[config.mk]
export PLATFORM = sky130hd
export DESIGN_NAME = sle_cell
export DESIGN_NICKNAME = d
export VERILOG_FILES = /design/src/rtl/core/sle_pkg.sv /design/src/rtl/core/sle_cell.sv
export SDC_FILE = /design/constraint.sdc
export NUM_CORES = 1
export LEC_CHECK = 0
export CAP_MARGIN = 20
export CELL_PAD_IN_SITES_DETAIL_PLACEMENT = 1
export CELL_PAD_IN_SITES_GLOBAL_PLACEMENT = 1
export CORE_ASPECT_RATIO = 1.75
export CORE_MARGIN = 4
export CORE_UTILIZATION = 44
export CTS_CLUSTER_SIZE = 28
export DETAILED_ROUTE_END_ITERATION = 10
export DONT_BUFFER_PORTS = 1
export PLACE_DENSITY = 0.87
export SETUP_SLACK_MARGIN = 0.1
export SLEW_MARGIN = 15
export SYNTH_ARGS = -nofsm -noshare
export SYNTH_HDL_FRONTEND = slang
export SYNTH_SLANG_ARGS = --single-unit
[constraint.sdc]
create_clock -name i_clk -period 2.95 [get_ports i_clk]
set_input_delay 0.59 -clock i_clk [delete_from_list [all_inputs] [get_ports i_clk]]
set_output_delay 0.59 -clock i_clk [all_outputs]
set_load 0.01 [all_outputs]
[src/rtl/core/sle_pkg.sv]
// Shared constants and types of the sequential list engine.
package sle_pkg;

    localparam int CAPACITY_DEF   = 64;
    localparam int ELEM_WIDTH_DEF = 32;

    // Largest supported list; sizes the shared index fields.
    localparam int CAP_MAX = 1024;
    localparam int IDX_W   = $clog2(CAP_MAX + 2);

    // Match bits examined per cycle by the locate scan.
    localparam int GROUP = 8;
    localparam int BIT_W = $clog2(GROUP);

    localparam int MODE_W = 2;
    localparam logic [MODE_W-1:0] MODE_INSERT = 2'd0;
    localparam logic [MODE_W-1:0] MODE_DELETE = 2'd1;
    localparam logic [MODE_W-1:0] MODE_LOCATE = 2'd2;

    // Broadcast to every cell of the chain.
    typedef struct packed {
        logic             ins;
        logic             del;
        logic [IDX_W-1:0] pos_idx;
        logic [IDX_W-1:0] count;
    } t_cell_cmd;

    // Status of the locate scan.
    typedef struct packed {
        logic             done;
        logic             hit;
        logic [IDX_W-1:0] pos_idx;
    } t_scan_res;

endpackage

[src/rtl/core/sle_cell.sv]
// One storage cell of the list chain: holds one element and shifts with its neighbors.
module sle_cell #(
    parameter int ELEM_WIDTH = sle_pkg::ELEM_WIDTH_DEF,
    parameter int INDEX      = 0
) (
    input  logic                  i_clk,
    input  sle_pkg::t_cell_cmd    i_cmd,
    input  logic [ELEM_WIDTH-1:0] i_value,
    input  logic [ELEM_WIDTH-1:0] i_left,
    input  logic [ELEM_WIDTH-1:0] i_right,
    output logic [ELEM_WIDTH-1:0] o_elem,
    output logic                  o_match
);

    localparam logic [sle_pkg::IDX_W-1:0] MY_IDX = sle_pkg::IDX_W'(INDEX);

    logic [ELEM_WIDTH-1:0] r_elem;
    logic [ELEM_WIDTH-1:0] n_elem;

    // Insert loads the new value at its slot and moves later slots up;
    // delete pulls every slot from the deleted position onward down by one.
    always_comb begin
        n_elem = r_elem;
        if (i_cmd.ins) begin
            if (MY_IDX == i_cmd.pos_idx) begin
                n_elem = i_value;
            end else if (MY_IDX > i_cmd.pos_idx) begin
                n_elem = i_left;
            end
        end else if (i_cmd.del) begin
            if (MY_IDX >= i_cmd.pos_idx) begin
                n_elem = i_right;
            end
        end
    end

    always_ff @(posedge i_clk) begin
        r_elem <= n_elem;
    end

    assign o_elem  = r_elem;
    assign o_match = (MY_IDX < i_cmd.count) && (r_elem == i_value);

endmodule

-- After elaboration in Yosys (flattened, before gate mapping)
Index checks and enable logic that the tools add are counted.
- register bits after elaboration: 32
- bits of input ports: 121
- output and inout port bits: 33
- logic and storage cells: 16
- magnitude comparators: 3
- eq/ne operators: 2
- muxes and demuxes: 5
- reductions and logical operators: 5
- operators by type and width (operator ; count):
    32-bit two-way mux ; 5
    32-bit equality test ; 1
    1-bit by 11-bit greater-or-equal comparator with 1-bit output (first input constant) ; 1
    1-bit by 11-bit > comparator with 1-bit output (first input constant) ; 1
    11-bit zero test ; 1
    1-bit by 11-bit < comparator with 1-bit output (first input constant) ; 1
    2-bit nonzero test ; 2
    3-bit by 1-bit inequality test with 1-bit output (second input constant) ; 1
    3-bit AND reduction ; 1
    1-bit logical AND ; 1

-- Logic depth before layout (Yosys ltp)
Gate-level depths: netlist of run 1.
- word-level depth: 4
- mapped depth: 6
- depth with buffers taken out: 4

-- Worst setup path after synthesis of run 1
OpenSTA, ideal clock, no wires.
- kind: input -> register
- from: in i_cmd[15] (netlist name)
- to: reg r_elem[0], in the netlist o_elem[0] (enable)
- library setup time: 0.391 ns
- arrival time: 2.077 ns
- required time: 2.559 ns
- path slack: 0.482 ns
- stages: 5
- buffers on the path: 2
- cell sequence: nor4_1 and3_1 buf_6 buf_12 o21a_1
- cells in the longest elaborated chain, start to end: 3
- elaborated cells between the ends (all ways): 6
- classes of those cells: 2 x order compare; 1 x eq/ne; 3 x reduce/logical
- RTL lines (what ; RTL line ; text):
    start: declaration ; sle_cell.sv:7 ; input sle_pkg::t_cell_cmd i_cmd,
    1-bit by 11-bit > comparator with 1-bit output, or another cell as far along ; sle_cell.sv:27 ; end else if (MY_IDX > i_cmd.pos_idx) begin
    3-bit by 1-bit inequality test with 1-bit output (no source line) or 2-bit nonzero test (tied branches) ; -- ;
    3-bit AND reduction (no source line) * ; -- ;
    end signal: assignment ; sle_cell.sv:38 ; r_elem <= n_elem;
    end: declaration ; sle_cell.sv:17 ; logic [ELEM_WIDTH-1:0] r_elem;
Mark *: on every way between the ends. The rest lies on a longest branch, timed or not.
A chain may end at the register's enable or synchronous reset.

-- Final worst setup path of run 1
- from: reg r_elem[15], in the netlist o_elem[15]
- to: out o_match
- cells in the longest elaborated chain, start to end: 2
- RTL lines (what ; RTL line ; text):
    32-bit equality test ; sle_cell.sv:42 ; assign o_match = (MY_IDX < i_cmd.count) && (r_elem == i_value);
    1-bit logical AND ; sle_cell.sv:42 ;
    end: declaration ; sle_cell.sv:12 ; output logic o_match
Every way passes these cells.

==> metrics.txt, run 1 <==
share of cells above drive strength 1 0.06736; area of the multi-input gates 1003 sq um; Pwr Density 410.4 nW/um^2; clock sink total 32; cts hold-fix bufs 0; final design utilization 0.4819; Slew Viols, Final 0; first-pass GRT wire length 7.686 mm; syn_nets roughly 310; TritonCTS clock tree yes; PortBufs 0; setup violators final 0; Worst Hold Class in -> reg; clock transition at the registers of the reported paths 0.07 ns; initial antenna violation count 0; number of flip-flops in the largest register 32; CP Launch Type register; post-route clock period utilization 0.8308; DR WL/cell between 20 and 25 um; I/O Pins roughly 150; row count 32; Fin. Hold Viols 0; slew of the pin with the lowest slew margin 0.3464 ns; Syn Inst Count roughly 190; final wirelength between 5 and 6 mm; Cell variety after synth 15; CP max FO 2; most frequent cells in the layout mux2i_1, nor2_1, a21oi_1, edfxtp_1, xor2_1; category of the critical setup timing path reg -> out; CP required 2.36 ns; f_max 408.0 MHz; total power 0.8869 mW; synth warn 0; number of diodes 0; initial core utilization 0.4595; Worst setup EP type primary output; vias per std cell 6.012; Psw between 0.15 and 0.2 mW; H-tree Lvls 2; Comb pwr share 0.076; Overflow after GRT 0; Setup Buffers After CTS 0; #FFs+latches synth 32; post-synthesis sequential area ratio 0.4663; Clock Power Share 0.356; drt first pass iters 5; Remaining DRCs 0; Nets 313; met2 Use GR 0.3158; vias in the first global route 1,625; Max VDD drop roughly 430 uV; placed cells between 200 and 250; max-cap check violation count 0; largest net degree at the start of global routing 66; Die Ht 98.53 um; FILL cells 510; register area 960.9 sq um; Die W 59.73 um; DRT iter0 DRCs 22; Netlist Area Pre-Place between 2000 and 2500 sq um; Total GRT Usage 0.1724; Syn-to-layout area delta 4.857%; crit path DAT 1.86 ns; post-cts gate resize count 0; fin cells 244; outcome finished clean; internal power roughly 0.70 mW; sw frac 0.2097; Fin Setup TNS 0 ns; global-route met1 utilization 0.1805; vias 1,467; minimum clock period after layout 2.451 ns; global routing usage on met3 0.04456; synthesized area per cell 10.79 sq um; Core ar. 4484 sq um; Reg power frac 0.568; Routed Antenna Nets 0; Die ar. 5885 sq um; RePlAce Congestion 0.7792; GRT Max-Usage Layer met2; HPWL Detailed 4.280 mm; RSZ-0062 raised after global routing no; root buffer cell clkbuf_8; Leak Pwr 0.6699 nW; Rel. slew slack 0.7669; Final Cell Area 2161 sq um; Post-DP Area 2078 sq um; Longest Clk Path Bufs 2; cts bufs inserted 5
-- logic make-up after synthesis --
group           share of synthesized area
compound gates                    0.08136
xor+xnor                           0.1360
buf+inv                           0.04736
flops                              0.4663
mux                                0.1554
simple gates                       0.1135
-- final timing paths --
| kind | startpoint | end | slack, ns | cells after the start |
|---|---|---|---|---|
| setup / recovery | o_elem[15] | o_match | 0.50 | 5 |
| hold / removal | i_cmd[23] | o_elem[11] | 0.52 | 1 |
-- worst max-delay path: stages, from the launching register on --
cell      delay (ns)
edfxtp_1        0.47
xor2_1          0.18
nor4_1          0.36
nand4_1         0.17
nor4_1          0.22
buf_4           0.18
-- metrics by stage --
step                setup slack [ns]  hold WS, ns
finish                        0.4992       0.5177
CTS                           0.4322       0.5095
global route                  0.3198       0.5065
floorplan                     0.4825       0.8156
global placement              0.6818       0.8032
detailed placement            0.6341       0.8078
-- per-layer routing --
layer  vias up  part of all wire
li1        699                 -
met4         0             0.014
met5         -                 0
met3         6             0.092
met2        77              0.57
met1       685              0.32
-- area by class of cell --
type                            instances  share of cell area
Multi-Input combinational cell        148              0.4644
Clock buffer                            5             0.03185
Clock inverter                          3            0.006369
Tap cell                               51             0.02953
Sequential cell                        32              0.4447
Timing Repair Buffer                    5             0.02316
-- Yosys cell counts (all sizes together) --
cell	n	area, sq um
nand4	3	18.77
buf	4	71.32
clkbuf	7	26.28
and3	1	6.260
edfxtp	32	960.9
mux2i	32	320.3
nor4	11	68.82
a21oi	32	160.2
nor3	2	10.01
xnor2	8	70.07
xor2	24	210.2
nand3	2	10.01
nor2	32	120.1
o21a	1	7.510
-- power groups by stage --
| stage | registers, mW | logic [mW] | clock network (mW) |
|---|---|---|---|
| floorplan | 0.514 | 0.0671 | 0 |
| global placement | 0.514 | 0.0646 | 0 |
| detailed placement | 0.514 | 0.0683 | 0 |
| CTS | 0.504 | 0.0683 | 0.330 |
| global route | 0.503 | 0.0783 | 0.350 |
| finish | 0.504 | 0.0670 | 0.316 |
Power figures use the tool's default switching activity.
==> run 2, diff against run 1 <==
- CORE_UTILIZATION: 44 -> 40
- PLACE_DENSITY: 0.87 -> 0.84
- clock period: 2.95 -> 2 ns (I/O delays scaled with it)
==> run 2 against run 1 <==
The run now ends with negative setup slack left. Power rose by 46%. Sequential share of layout area fell by 4.7 points. Sequential cell count did not move. Clock power rose by 40%. Critical path depth rose by 1. Routed wire length rose by 12%. Worst setup slack got worse by 0.68 ns. Count of clock-buffer cells in the layout did not move. Via count rose by 8.6%.
==> metrics.txt, run 2 (same netlist as run 1, synthesis figures left out) <==
final design utilization 0.4854; DRT iter0 DRCs 17; Setup Buffers After CTS 0; crit-path cells xor2_1, nor4_1, buf_4, nand3_2, nor4_2, buf_4; setup violators final 1; TritonCTS clock tree yes; first-pass GRT wire length 8.763 mm; vias per std cell 5.878; Setup WS pre-CTS 0.02379 ns; category of the critical setup timing path reg -> out; Worst Hold Class in -> reg; Core ar. 4977 sq um; RePlAce Congestion between 0.7 and 0.8; Routed Antenna Nets 0; Nets 340; clock sink total 32; cts bufs inserted 5; slew of the pin with the lowest slew margin 0.2880 ns; initial core utilization 0.4140; Die Ht 103.0 um; max-cap check violation count 0; CP Launch Type register; CP required 1.60 ns; clock transition at the registers of the reported paths 0.06 ns; final wirelength roughly 5.8 mm; RSZ-0062 raised after global routing yes; Overflow after GRT 0; outcome finished with violations; most frequent cells in the layout mux2i_1, nor2_1, a21oi_1, edfxtp_1, buf_4; PortBufs 0; vias in the first global route roughly 1,800; Psw 0.2659 mW; H-tree Lvls 2; DR WL/cell 21.41 um; Remaining DRCs 0; CP max FO 2; Comb pwr share 0.082; internal power approximately 1.0 mW; Pwr Density 534.2 nW/um^2; Longest Clk Path Bufs 2; f_max 459.4 MHz; Syn-to-layout area delta 17.24%; root buffer cell clkbuf_8; worst setup margin -0.1770 ns; Die ar. 6409 sq um; Rel. slew slack 0.8063; minimum clock period after layout 2.177 ns; initial antenna violation count 0; largest net degree at the start of global routing 66; Max VDD drop 437.7 uV; CP max-delay cell edfxtp_1; Leak Pwr between 0.8 and 0.9 nW; Reg power frac 0.576; vias 1,593; sw frac 0.2060; Die W 62.26 um; Fin. Hold Viols 0; drt first pass iters 4; Slowest Stage Delay on Critical Path approximately 0.39 ns; post-route clock period utilization 1.088; share of cells above drive strength 1 0.2028; HPWL Detailed 4.808 mm; cts hold-fix bufs 0; failing checks negative setup slack; I/O Pins 154; number of diodes 0; cell mode on critical path buf_4; number of flip-flops in the largest register 32; crit path DAT 1.78 ns; Worst setup EP type primary output; Slew Viols, Final 0; Clock Power Share 0.342; Total GRT Usage 0.1730; row count 34
## run 2: changes by cell type in the layout (fill, tap and decap cells not counted)
cell,previous run,this run
buf_4,4,29
nor4_1,11,7
nor4_2,0,4
buf_12,1,3
clkinv_2,2,0
clkinv_1,1,0
nand3_1,2,1
nand3_2,0,1
o21a_1,1,0
o21a_4,0,1
## run 2: cell type report
class | instances | area (sq um)
fillers | 536 | 2561
clock buffers | 5 | 68.82
repair buffers | 32 | 277.8
multi-input cells | 148 | 1041
well taps | 54 | 67.56
flip-flops and latches | 32 | 960.9
## run 2: through the flow
| step | hold WS [ns] | setup TNS (ns) | instances | total power, mW | instance area (sq um) |
|---|---|---|---|---|---|
| final | 0.3325 | -0.1770 | 271 | 1.291 | 2416 |
| after global placement | 0.6135 | 0 | 266 | 0.8542 | 2317 |
| after global routing | 0.3189 | -0.3050 | 271 | 1.354 | 2416 |
| after floorplan | 0.6256 | 0 | 191 | 0.8570 | 2068 |
| after detailed placement | 0.6180 | 0 | 266 | 0.8616 | 2317 |
| after CTS | 0.3209 | -0.2041 | 271 | 1.313 | 2410 |
## run 2: power groups by stage
stage | Sequential [mW] | Clock, mW | Combinational [mW]
floorplan | 0.758 | 0 | 0.0992
detailed placement | 0.758 | 0 | 0.104
global route | 0.743 | 0.490 | 0.122
global placement | 0.758 | 0 | 0.0964
CTS | 0.743 | 0.463 | 0.106
finish | 0.743 | 0.441 | 0.106
## run 2: per-layer routing
metal | vias to the layer above | track usage | part of all wire
met2 | 85 | 0.3307 | 0.58
li1 | 749 | - | -
met4 | 0 | 0.07190 | 0.020
met1 | 749 | 0.1740 | 0.33
met5 | - | 0 | 0
met3 | 10 | 0.04798 | 0.075
## run 2: timing repair
action                                 4_1_cts  5_1_grt
setup endpoints to repair                    1        1
gates resized for setup                      4        1
endpoints found under the hold margin        0        0
pin swaps                                    2        0
## run 2: critical path, delay by kind of cell (launching register included)
family	cells	cell delay, ns
AND/OR/NAND/NOR	3	0.60
flip-flops	1	0.39
buffers and inverters	2	0.34
XOR/XNOR	1	0.16
## run 2: worst paths after layout
path	startpoint	endpoint	slack, ns	cells past startpoint
worst max-delay path	o_elem[18]	o_match	-0.18	6
worst min-delay path	i_cmd[23]	o_elem[7]	0.33	1
