$ cat src/rtl/core/sle_pkg.sv
// Shared constants and types of the sequential list engine.
package sle_pkg;

    localparam int CAPACITY_DEF   = 64;
    localparam int ELEM_WIDTH_DEF = 32;

    // Largest supported list; sizes the shared index fields.
    localparam int CAP_MAX = 1024;
    localparam int IDX_W   = $clog2(CAP_MAX + 2);

    // Match bits examined per cycle by the locate scan.
    localparam int GROUP = 8;
    localparam int BIT_W = $clog2(GROUP);

    localparam int MODE_W = 2;
    localparam logic [MODE_W-1:0] MODE_INSERT = 2'd0;
    localparam logic [MODE_W-1:0] MODE_DELETE = 2'd1;
    localparam logic [MODE_W-1:0] MODE_LOCATE = 2'd2;

    // Broadcast to every cell of the chain.
    typedef struct packed {
        logic             ins;
        logic             del;
        logic [IDX_W-1:0] pos_idx;
        logic [IDX_W-1:0] count;
    } t_cell_cmd;

    // Status of the locate scan.
    typedef struct packed {
        logic             done;
        logic             hit;
        logic [IDX_W-1:0] pos_idx;
    } t_scan_res;

endpackage

$ cat src/rtl/core/sle_scan.sv
// Locate scan: captures the match bits of all cells and finds the first one, a group per cycle.
module sle_scan #(
    parameter int CAPACITY = sle_pkg::CAPACITY_DEF
) (
    input  logic                i_clk,
    input  logic                i_rst_n,
    input  logic                i_load,
    input  logic [CAPACITY-1:0] i_match,
    output sle_pkg::t_scan_res  o_res
);

    localparam int NGROUPS = (CAPACITY + sle_pkg::GROUP - 1) / sle_pkg::GROUP;
    localparam int GRP_W   = (NGROUPS > 1) ? $clog2(NGROUPS) : 1;
    localparam int VEC_W   = NGROUPS * sle_pkg::GROUP;

    logic [VEC_W-1:0]              r_vec;
    logic [GRP_W-1:0]              r_grp;
    logic [sle_pkg::GROUP-1:0]     w_slice;
    logic [sle_pkg::BIT_W-1:0]     w_bit;
    logic                          w_hit;
    logic                          w_last;

    assign w_slice = r_vec[r_grp * sle_pkg::GROUP +: sle_pkg::GROUP];
    assign w_hit   = |w_slice;
    assign w_last  = (r_grp == GRP_W'(NGROUPS - 1));

    // Lowest set bit of the current group.
    always_comb begin
        w_bit = '0;
        for (int i = sle_pkg::GROUP - 1; i >= 0; i--) begin
            if (w_slice[i]) begin
                w_bit = sle_pkg::BIT_W'(i);
            end
        end
    end

    always_ff @(posedge i_clk) begin
        if (!i_rst_n) begin
            r_grp <= '0;
        end else if (i_load) begin
            r_grp <= '0;
        end else if (!(w_hit || w_last)) begin
            r_grp <= r_grp + GRP_W'(1);
        end
    end

    always_ff @(posedge i_clk) begin
        if (i_load) begin
            r_vec <= VEC_W'(i_match);
        end
    end

    assign o_res.done    = w_hit || w_last;
    assign o_res.hit     = w_hit;
    assign o_res.pos_idx = sle_pkg::IDX_W'({r_grp, w_bit});

endmodule
$ cat config.mk
export PLATFORM = sky130hd
export DESIGN_NAME = sle_scan
export DESIGN_NICKNAME = d
export VERILOG_FILES = /design/src/rtl/core/sle_pkg.sv /design/src/rtl/core/sle_scan.sv
export SDC_FILE = /design/constraint.sdc
export NUM_CORES = 1
export LEC_CHECK = 0
export ABC_CLOCK_PERIOD_IN_PS = 3000
export BUFFER_PORTS_ARGS = -buffer_cell sky130_fd_sc_hd__buf_2
export CAP_MARGIN = 20
export CORE_UTILIZATION = 28
export CTS_CLUSTER_SIZE = 25
export DETAILED_ROUTE_END_ITERATION = 16
export PLACE_DENSITY = 0.55
export SYNTH_ARGS = -nofsm -noshare
export SYNTH_HDL_FRONTEND = slang
export SYNTH_SLANG_ARGS = --single-unit
$ cat constraint.sdc
create_clock -name i_clk -period 3 [get_ports i_clk]
set_input_delay 0.3 -clock i_clk [delete_from_list [all_inputs] [get_ports i_clk]]
set_output_delay 0.3 -clock i_clk [all_outputs]
set_load 0.01 [all_outputs]
-- Yosys cells after proc, flatten, opt, wreduce, memory -nomap -nowiden
Cells that the tools add are included.
- flip-flop bits (word level): 67
- add/subtract/negate cells: 1
- equal/unequal tests: 1
- shift operators: 1
- mux-type cells: 8
- bitwise gates (word level): 1
- reduce and logical (&&, ||, !) cells: 3
- operator list (cell ; number):
    64-bit by 7-bit indexed part select with 8-bit output ; 1
    3-bit two-way mux ; 8
    8-bit OR reduction ; 1
    3-bit by 1-bit adder with 3-bit output, second input constant ; 1
    3-bit == test, second input constant ; 1
    2-bit OR reduction ; 1
    1-bit logical OR ; 1
    1-bit NOT ; 1

-- Depth between registers and ports, before layout
Gate-level depths: netlist of the first run.
- word-level depth: 9
- gate-level depth with buffers: 7
- depth with buffers taken out: 5

-- Least setup slack after synthesis of the first run
Ideal clock, no wire load.
- kind: reg-to-output
- from: register r_grp[1]
- to: output port o_res[12] (netlist bit)
- arrival: 2143 ps
- required time: 2700 ps
- slack: 557 ps
- cell stages (with the launch flop): 8
- path buffers: 2
- path through: dfxtp_1 -> clkbuf_1 -> clkbuf_1 -> mux4_2 -> mux2_2 -> nand4b_4 -> nor3b_4 -> inv_1
- RTL lines (what ; line ; source):
    start: declaration ; sle_scan.sv:17 ; logic [GRP_W-1:0] r_grp;
    start signal: assignment ; sle_scan.sv:43 ; r_grp <= r_grp + GRP_W'(1);
    end: declaration ; sle_scan.sv:9 ; output sle_pkg::t_scan_res o_res

==> flow_summary.json, run 1 <==
{
  "antenna_found_initial": 0,
  "regToRegStartpoint": "r_grp[0]",
  "wl_per_cell_um": 14.3,
  "power.switching_mw": 0.403,
  "worstPathRequired_ns": 2.70,
  "coreArea_um2": 9770,
  "grt_pass1_vias": 1552,
  "layout_common_cells": "buf_2, edfxtp_1, mux4_1",
  "netlist_area_um2": 2820,
  "clk_pin_slew_ns": 0.07,
  "ios": 80,
  "die_w_um": 102,
  "synth_cell_type_count": 26,
  "reg2reg_to": "r_grp[1]",
  "vias": 1461,
  "start_util": 0.288,
  "clock-root-buffer": "clkbuf_8",
  "gp_congestion": 0.661,
  "clock_skew_ns": 0.00760,
  "cp-endpoint": "o_res[12]",
  "finalMaxSlewViolations": 0,
  "die_h_um": 102,
  "ys_seq_elements": 67,
  "drt-initial-drc-count": 63,
  "diodes": 0,
  "start_kind": "register",
  "cts_max_level": 3,
  "cts_sinks": 67,
  "crit_type": "register to output pin",
  "num_rows": 36,
  "clk-insertion-delay-late_ns": 0.33,
  "vias_per_cell": 4.13,
  "ctsHoldBuffers": 0,
  "setup_violations": 0,
  "drt-total-wl_mm": 5.08,
  "cts_made_buffers": 9,
  "worst_pin_slew_ns": 0.559,
  "p_int_mw": 1.55,
  "grt_max_degree": 44,
  "crit_start": "r_grp[0]",
  "ant_nets": 0,
  "final_common_cell": "buf_2",
  "grt_pass1_wl_mm": 7.58,
  "drcViolationCount": 0,
  "ys_seq_area_frac": 0.703,
  "outcome": "finished clean",
  "fillers": 945,
  "max-cap-violations": 0,
  "p_sw_frac": 0.206,
  "syn-mean-instance-area_um2": 21.4,
  "nets": 285,
  "grt_overflow": 0,
  "cp.arrival_ns": 2.50,
  "critical_path.max_fanout": 15,
  "clkPwrFrac": 0.362,
  "hp-class": "input port to register",
  "cts.path.max_buffers": 2,
  "endpoint_kind": "output pin",
  "rr_worst_depth": 6,
  "portBuffers": 74,
  "dieArea_um2": 10500,
  "area_growth_pct": 25.4,
  "r2r_slack_ns": 0.74,
  "timing.hold.ws_ns": 0.136,
  "seqPwrFrac": 0.571,
  "setup-tns-final_ns": 0,
  "slew_headroom": 0.628,
  "min_period_ns": 2.80,
  "cts_tree": "built",
  "fmaxAchievable_mhz": 358,
  "period_share": 0.932,
  "hold_viol": 0,
  "drt_pass1_iterations": 3,
  "synth_warnings": 0,
  "p_leak_nw": 1.33,
  "ir_worst_vdd_v": 0.000266,
  "powerDensity_nw_per_um2": 553,
  "netlist_instances": 132,
  "rsz0062_at_grt": "no",
  "drive_gt1_frac": 0.475,
  "fin_util": 0.362,
  "hpwl_mm": 3.69,
  "track_usage": 0.103,
  "power_frac_comb": 0.067
}
-- routing by layer --
layer / global-route usage / share of wire
met1: 0.121 / 0.42
met2: 0.174 / 0.51
met3: 0.0233 / 0.043
met4: 0.0593 / 0.019
met5: 0 / 0
-- cells by family (layout without fill, tap and decap cells) --
kind of cell,Yosys count,count (layout),share of synthesized area
AOI/OAI and AO/OA,4,4,0.00710
adders and majority gates,2,2,0.00888
buffers and inverters,12,97,0.0328
DFF,67,67,0.703
muxes,28,28,0.203
other,1,5,0.00133
and+or+nand+nor,18,18,0.0435
-- state kept, by name (all words and copies together), names as in the netlist --
signal	flops
r_grp	3
r_vec	64
-- worst min path at each step --
stage	from	end	slack, ns	cells after the start
after global placement	i_match[36]	r_vec[36]	0.48	1
after floorplan	i_match[0]	r_vec[0]	0.40	0
after global routing	i_match[33]	r_vec[33]	0.12	1
after CTS	i_match[33]	r_vec[33]	0.11	1
after detailed placement	i_match[2]	r_vec[2]	0.48	1
final	i_match[33]	r_vec[33]	0.14	1
-- layout make-up --
class / instances / area (um2) / area share
repair buffers: 80 / 432 / 0.122
clock inverters: 5 / 53.8 / 0.0152
multi-input cells: 57 / 767 / 0.217
well taps: 133 / 166 / 0.0471
flip-flops and latches: 67 / 1980 / 0.561
inverters: 1 / 3.75 / 0.00106
clock buffers: 11 / 131 / 0.0372
-- Yosys cell counts, drive strengths merged --
cell | n | share of area
nand3 | 1 | 0.0018
nand4b | 1 | 0.0084
ha | 2 | 0.0089
mux2i | 10 | 0.049
dfxtp | 3 | 0.021
mux4 | 16 | 0.15
a21oi | 2 | 0.0036
nor2b | 1 | 0.0022
o21ai | 2 | 0.0036
buf | 9 | 0.029
edfxtp | 64 | 0.68
conb | 1 | 0.0013
and4 | 1 | 0.0031
nor2 | 1 | 0.0013
nand2b | 3 | 0.0067
clkbuf | 2 | 0.0027
inv | 1 | 0.0013
mux2 | 2 | 0.0080
nor3b | 1 | 0.0067
nand2 | 8 | 0.011
and2b | 1 | 0.0027
-- what timing repair did --
| action | in CTS | in global routing |
|---|---|---|
| resized for setup | 0 | 3 |
| endpoints found under the setup margin | 0 | 1 |
| buffers inserted | 0 | 0 |
-- worst max-delay path, stage by stage, from the launching register on --
cell,delay (ns)
dfxtp_1,0.34
buf_6,0.21
mux4_1,0.59
mux2i_2,0.23
and4_1,0.27
nor3b_4,0.30
inv_1,0.06
buf_2,0.14
-- stage by stage --
stage | cell area (um2) | power (mW) | worst slack [ns] | instances
finish | 3540 | 1.96 | 0.205 | 354
global route | 3540 | 2.04 | 0.0462 | 354
CTS | 3520 | 1.99 | 0.0882 | 354
detailed placement | 3340 | 1.27 | 0.489 | 338
global placement | 3340 | 1.27 | 0.489 | 338
floorplan | 2830 | 1.19 | 0.557 | 136
-- power by group through the flow --
stage                     combinational (mW)  clock (mW)  sequential (mW)
after floorplan                       0.0609           0             1.13
after global placement                 0.130           0             1.14
after detailed placement               0.132           0             1.14
after CTS                              0.133       0.741             1.12
after global routing                   0.145       0.768             1.12
final                                  0.131       0.708             1.12
Note: power is estimated with default switching activity, not from simulation.
==> run 2: changes to the inputs <==
CTS_BUF_LIST = sky130_fd_sc_hd__clkbuf_16   (was default)
SETUP_SLACK_MARGIN = 0.02   (was default)
TNS_END_PERCENT = 20   (was default)
==> flow_summary.json, run 2 (synthesized netlist as in run 1, its figures left out) <==
{
  "area_growth_pct": 28.9,
  "cp.arrival_ns": 2.52,
  "slew_headroom": 0.620,
  "period_share": 0.939,
  "ios": 80,
  "p_leak_nw": 1.39,
  "fin_util": 0.372,
  "diodes": 0,
  "antenna_found_initial": 0,
  "clk_pin_slew_ns": 0.06,
  "worst_pin_slew_ns": 0.571,
  "hpwl_mm": 3.69,
  "final_common_cell": "buf_2",
  "crit_type": "register to output pin",
  "p_sw_frac": 0.197,
  "cts_tree": "built",
  "cts_made_buffers": 9,
  "powerDensity_nw_per_um2": 619,
  "start_util": 0.288,
  "clock-root-buffer": "clkbuf_16",
  "outcome": "finished clean",
  "coreArea_um2": 9770,
  "portBuffers": 74,
  "setup-tns-final_ns": 0,
  "setup_violations": 0,
  "finalMaxSlewViolations": 0,
  "clk-insertion-delay-late_ns": 0.32,
  "regMostFlops": "r_vec",
  "worstPathRequired_ns": 2.70,
  "nets": 285,
  "min_period_ns": 2.82,
  "reg_top3": "r_vec x64, r_grp x3",
  "vias": 1453,
  "r2r_slack_ns": 0.70,
  "clkPwrFrac": 0.444,
  "fmaxAchievable_mhz": 355,
  "num_rows": 36,
  "cts_sinks": 67,
  "wl_per_cell_um": 14.5,
  "max-cap-violations": 0,
  "rsz0062_at_grt": "no",
  "hp-class": "input port to register",
  "dieArea_um2": 10500,
  "endpoint_kind": "output pin",
  "drive_gt1_frac": 0.475,
  "setup_ws_ns": 0.184,
  "grt_pass1_wl_mm": 7.69,
  "grt_pass1_vias": 1557,
  "largest_reg_flops": 64,
  "cts.path.max_buffers": 2,
  "ir_worst_vdd_v": 0.000368,
  "cts_setup_buffers": 0,
  "drcViolationCount": 0,
  "gp_congestion": 0.661,
  "power_frac_comb": 0.058,
  "cts_max_level": 3,
  "p_int_mw": 1.81,
  "grt_overflow": 0,
  "critical_path.max_fanout": 15,
  "grt_max_degree": 44,
  "drt-initial-drc-count": 62,
  "clock_skew_ns": 0.00401,
  "drt-total-wl_mm": 5.13,
  "vias_per_cell": 4.10,
  "die_w_um": 102,
  "die_h_um": 102,
  "hold_viol": 0,
  "ant_nets": 0,
  "power.switching_mw": 0.443,
  "place_ws_ns": 0.489,
  "track_usage": 0.106,
  "start_kind": "register",
  "seqPwrFrac": 0.497,
  "ctsHoldBuffers": 0,
  "drt_pass1_iterations": 3,
  "layout_common_cells": "buf_2, edfxtp_1, mux4_1"
}
## run 2: cell count changes in the layout (fill, tap and decap cells not counted), sizes merged
cell	delta
clkbuf	-2
inv	+2
## run 2: critical path, cell delays in order (launching register included)
cell and delay, ns:
dfxtp_1 0.32, buf_4 0.26, mux4_1 0.60, mux2i_2 0.23
and4_1 0.27, nor3b_4 0.30, inv_1 0.06, buf_2 0.14
## run 2: cell type report
type                    count  area (um2)
clock buffers               9         225
clock inverters             7        61.3
fillers                   935        6140
inverters                   1        3.75
multi-input cells          57         767
flip-flops and latches     67        1980
well taps                 133         166
repair buffers             80         428
## run 2: what timing repair did
item	CTS	global route
hold endpoints to repair	0	0
endpoints found under the setup margin	0	1
resized for setup	0	2
## run 2: worst paths after layout
kind,to,cells past startpoint,start
worst min-delay path,r_vec[33],1,i_match[33]
worst max-delay path,o_res[12],7,r_grp[0]
worst max register to register,r_grp[1],6,r_grp[0]
worst min register to register,r_grp[0],3,r_grp[0]
## run 2: stage by stage
step	hold WS [ns]	cells	power (mW)	instance area [um2]
2_1_floorplan	0.399	136	1.19	2830
3_3_place_gp	0.476	338	1.27	3340
3_5_place_dp	0.478	338	1.27	3340
4_1_cts	0.131	354	2.29	3630
5_1_grt	0.135	354	2.34	3630
6_report	0.147	354	2.25	3630
## run 2: routing by layer
metal / track usage / wire, um / vias to the layer above
met1: 0.119 / 2180 / 695
met2: 0.180 / 2610 / 45
met3: 0.0253 / 213 / 9
met4: 0.0692 / 127 / 0
li1: - / - / 704
met5: 0 / 0 / -
## run 2: power groups by stage
| stage | Combinational, mW | Clock, mW | Sequential (mW) |
|---|---|---|---|
| 2_1_floorplan | 0.0609 | 0 | 1.13 |
| 3_3_place_gp | 0.130 | 0 | 1.14 |
| 3_5_place_dp | 0.132 | 0 | 1.14 |
| 4_1_cts | 0.133 | 1.04 | 1.12 |
| 5_1_grt | 0.145 | 1.07 | 1.13 |
| 6_report | 0.131 | 1.00 | 1.12 |
==> run 3: changes to the inputs <==
CORE_MARGIN = 3   (was default)
==> flow_summary.json, run 3 (synthesized netlist as in run 1, its figures left out) <==
{
  "outcome": "finished clean",
  "fin_total_pwr_mw": 2.27,
  "stdcell_count": 348,
  "drt_pass1_iterations": 4,
  "clock_skew_ns": 0.00472,
  "clk_pin_slew_ns": 0.06,
  "setup_violations": 0,
  "grt_pass1_wl_mm": 8.19,
  "endpoint_kind": "output pin",
  "powerDensity_nw_per_um2": 626,
  "dieArea_um2": 11300,
  "min_period_ns": 2.81,
  "start_kind": "register",
  "track_usage": 0.0998,
  "cts_made_buffers": 9,
  "crit_path_max_incr_delay_ns": 0.56,
  "multi_input_area_um2": 759,
  "r2r_slack_ns": 0.67,
  "clock-root-buffer": "clkbuf_16",
  "fillers": 896,
  "area_growth_pct": 28.6,
  "slew_headroom": 0.481,
  "drcViolationCount": 0,
  "drt-total-wl_mm": 5.38,
  "final_common_cell": "buf_2",
  "antenna_found_initial": 0,
  "layout_common_cells": "buf_2, edfxtp_1, mux4_1",
  "period_share": 0.936,
  "p_leak_nw": 1.36,
  "coreArea_um2": 9500,
  "cp.arrival_ns": 2.51,
  "grt_pass1_vias": 1610,
  "max-cap-violations": 0,
  "drive_gt1_frac": 0.466,
  "nets": 283,
  "crit_slowest_cell": "mux4_1",
  "path_buf_inv": 3,
  "fmaxAchievable_mhz": 356,
  "ir_worst_vdd_v": 0.000343,
  "setup-tns-final_ns": 0,
  "grt_overflow": 0,
  "worst_pin_slew_ns": 0.779,
  "hold_viol": 0,
  "cts_sinks": 67,
  "worstPathRequired_ns": 2.70,
  "crit_type": "register to output pin",
  "hpwl_mm": 3.99,
  "critical_path.max_fanout": 17,
  "path_delay_family": "multiplexers",
  "die_h_um": 106,
  "vias_per_cell": 4.20,
  "diodes": 0,
  "regMostFlops": "r_vec",
  "vias": 1463,
  "gp_congestion": 0.690,
  "largest_reg_flops": 64,
  "wl_per_cell_um": 15.5,
  "cts_tree": "built",
  "finalMaxSlewViolations": 0,
  "place_inst": 332,
  "start_util": 0.297,
  "cts.path.max_buffers": 2,
  "portBuffers": 74,
  "rsz0062_at_grt": "no",
  "ant_nets": 0,
  "num_rows": 35,
  "die_w_um": 106,
  "reg_top3": "r_vec x64, r_grp x3",
  "hp-class": "input port to register",
  "cts_max_level": 3,
  "grt_max_degree": 35,
  "clk-insertion-delay-late_ns": 0.32,
  "path_cells": "buf_12, mux4_1, mux2i_1, and4_1, nor3b_4, inv_1, buf_2",
  "ios": 80,
  "drt-initial-drc-count": 51,
  "seqCellArea_um2": 1980
}
[run 3: changes by cell type in the layout (fill, tap and decap cells not counted)]
cell,before,now
buf_12,1,2
buf_4,5,2
clkinv_1,0,2
clkinv_2,3,1
clkinvlp_4,0,1
dfxtp_1,3,2
dfxtp_2,0,1
inv_1,3,1
inv_6,0,1
mux2i_1,5,7
mux2i_2,2,0
[run 3: worst paths after layout]
path                                  start         to  depth (start not counted)
worst min-delay path            i_match[54]  r_vec[54]                          1
worst min register to register     r_grp[2]   r_grp[2]                          2
worst max register to register     r_grp[0]   r_grp[0]                          6
worst max-delay path               r_grp[0]  o_res[12]                          7
[run 3: layout make-up]
type | count | area share
multi-input cells | 57 | 0.209
inverters | 1 | 0.00104
flip-flops and latches | 67 | 0.547
clock buffers | 9 | 0.0621
repair buffers | 78 | 0.117
well taps | 129 | 0.0445
clock inverters | 7 | 0.0186
[run 3: per-stage QoR]
step	cell area, um2	hold slack, ns	setup WS [ns]	util
after detailed placement	3330	0.478	0.409	0.351
after floorplan	2830	0.399	0.557	-
after global placement	3330	0.477	0.439	0.351
final	3630	0.151	0.193	0.382
after global routing	3630	0.138	0.0462	0.382
after CTS	3620	0.137	0.0563	0.381
[run 3: report_power, final]
part | internal, mW | leakage, nW | switching [mW]
Clock | 0.639 | 0.141 | 0.379
Sequential | 1.10 | 0.651 | 0.0176
Combinational | 0.0691 | 0.572 | 0.0596
[run 3: worst reg2reg max path: cells and delay by family (launching register included)]
| family | cells | cell delay, ns |
|---|---|---|
| AND/OR/NAND/NOR | 2 | 0.58 |
| multiplexers | 3 | 1.08 |
| buffers and inverters | 1 | 0.18 |
| flip-flops | 1 | 0.39 |
[run 3: repair_timing]
| action | CTS | global route |
|---|---|---|
| gates resized for setup | 0 | 1 |
| endpoints found under the setup margin | 0 | 1 |
| setup buffers | 0 | 0 |
| hold buffers | 0 | 0 |
[run 3: routing by layer]
metal,track usage,part of all wire
met1,0.125,0.41
met2,0.152,0.50
met3,0.0383,0.075
met4,0.0472,0.013
met5,0,0
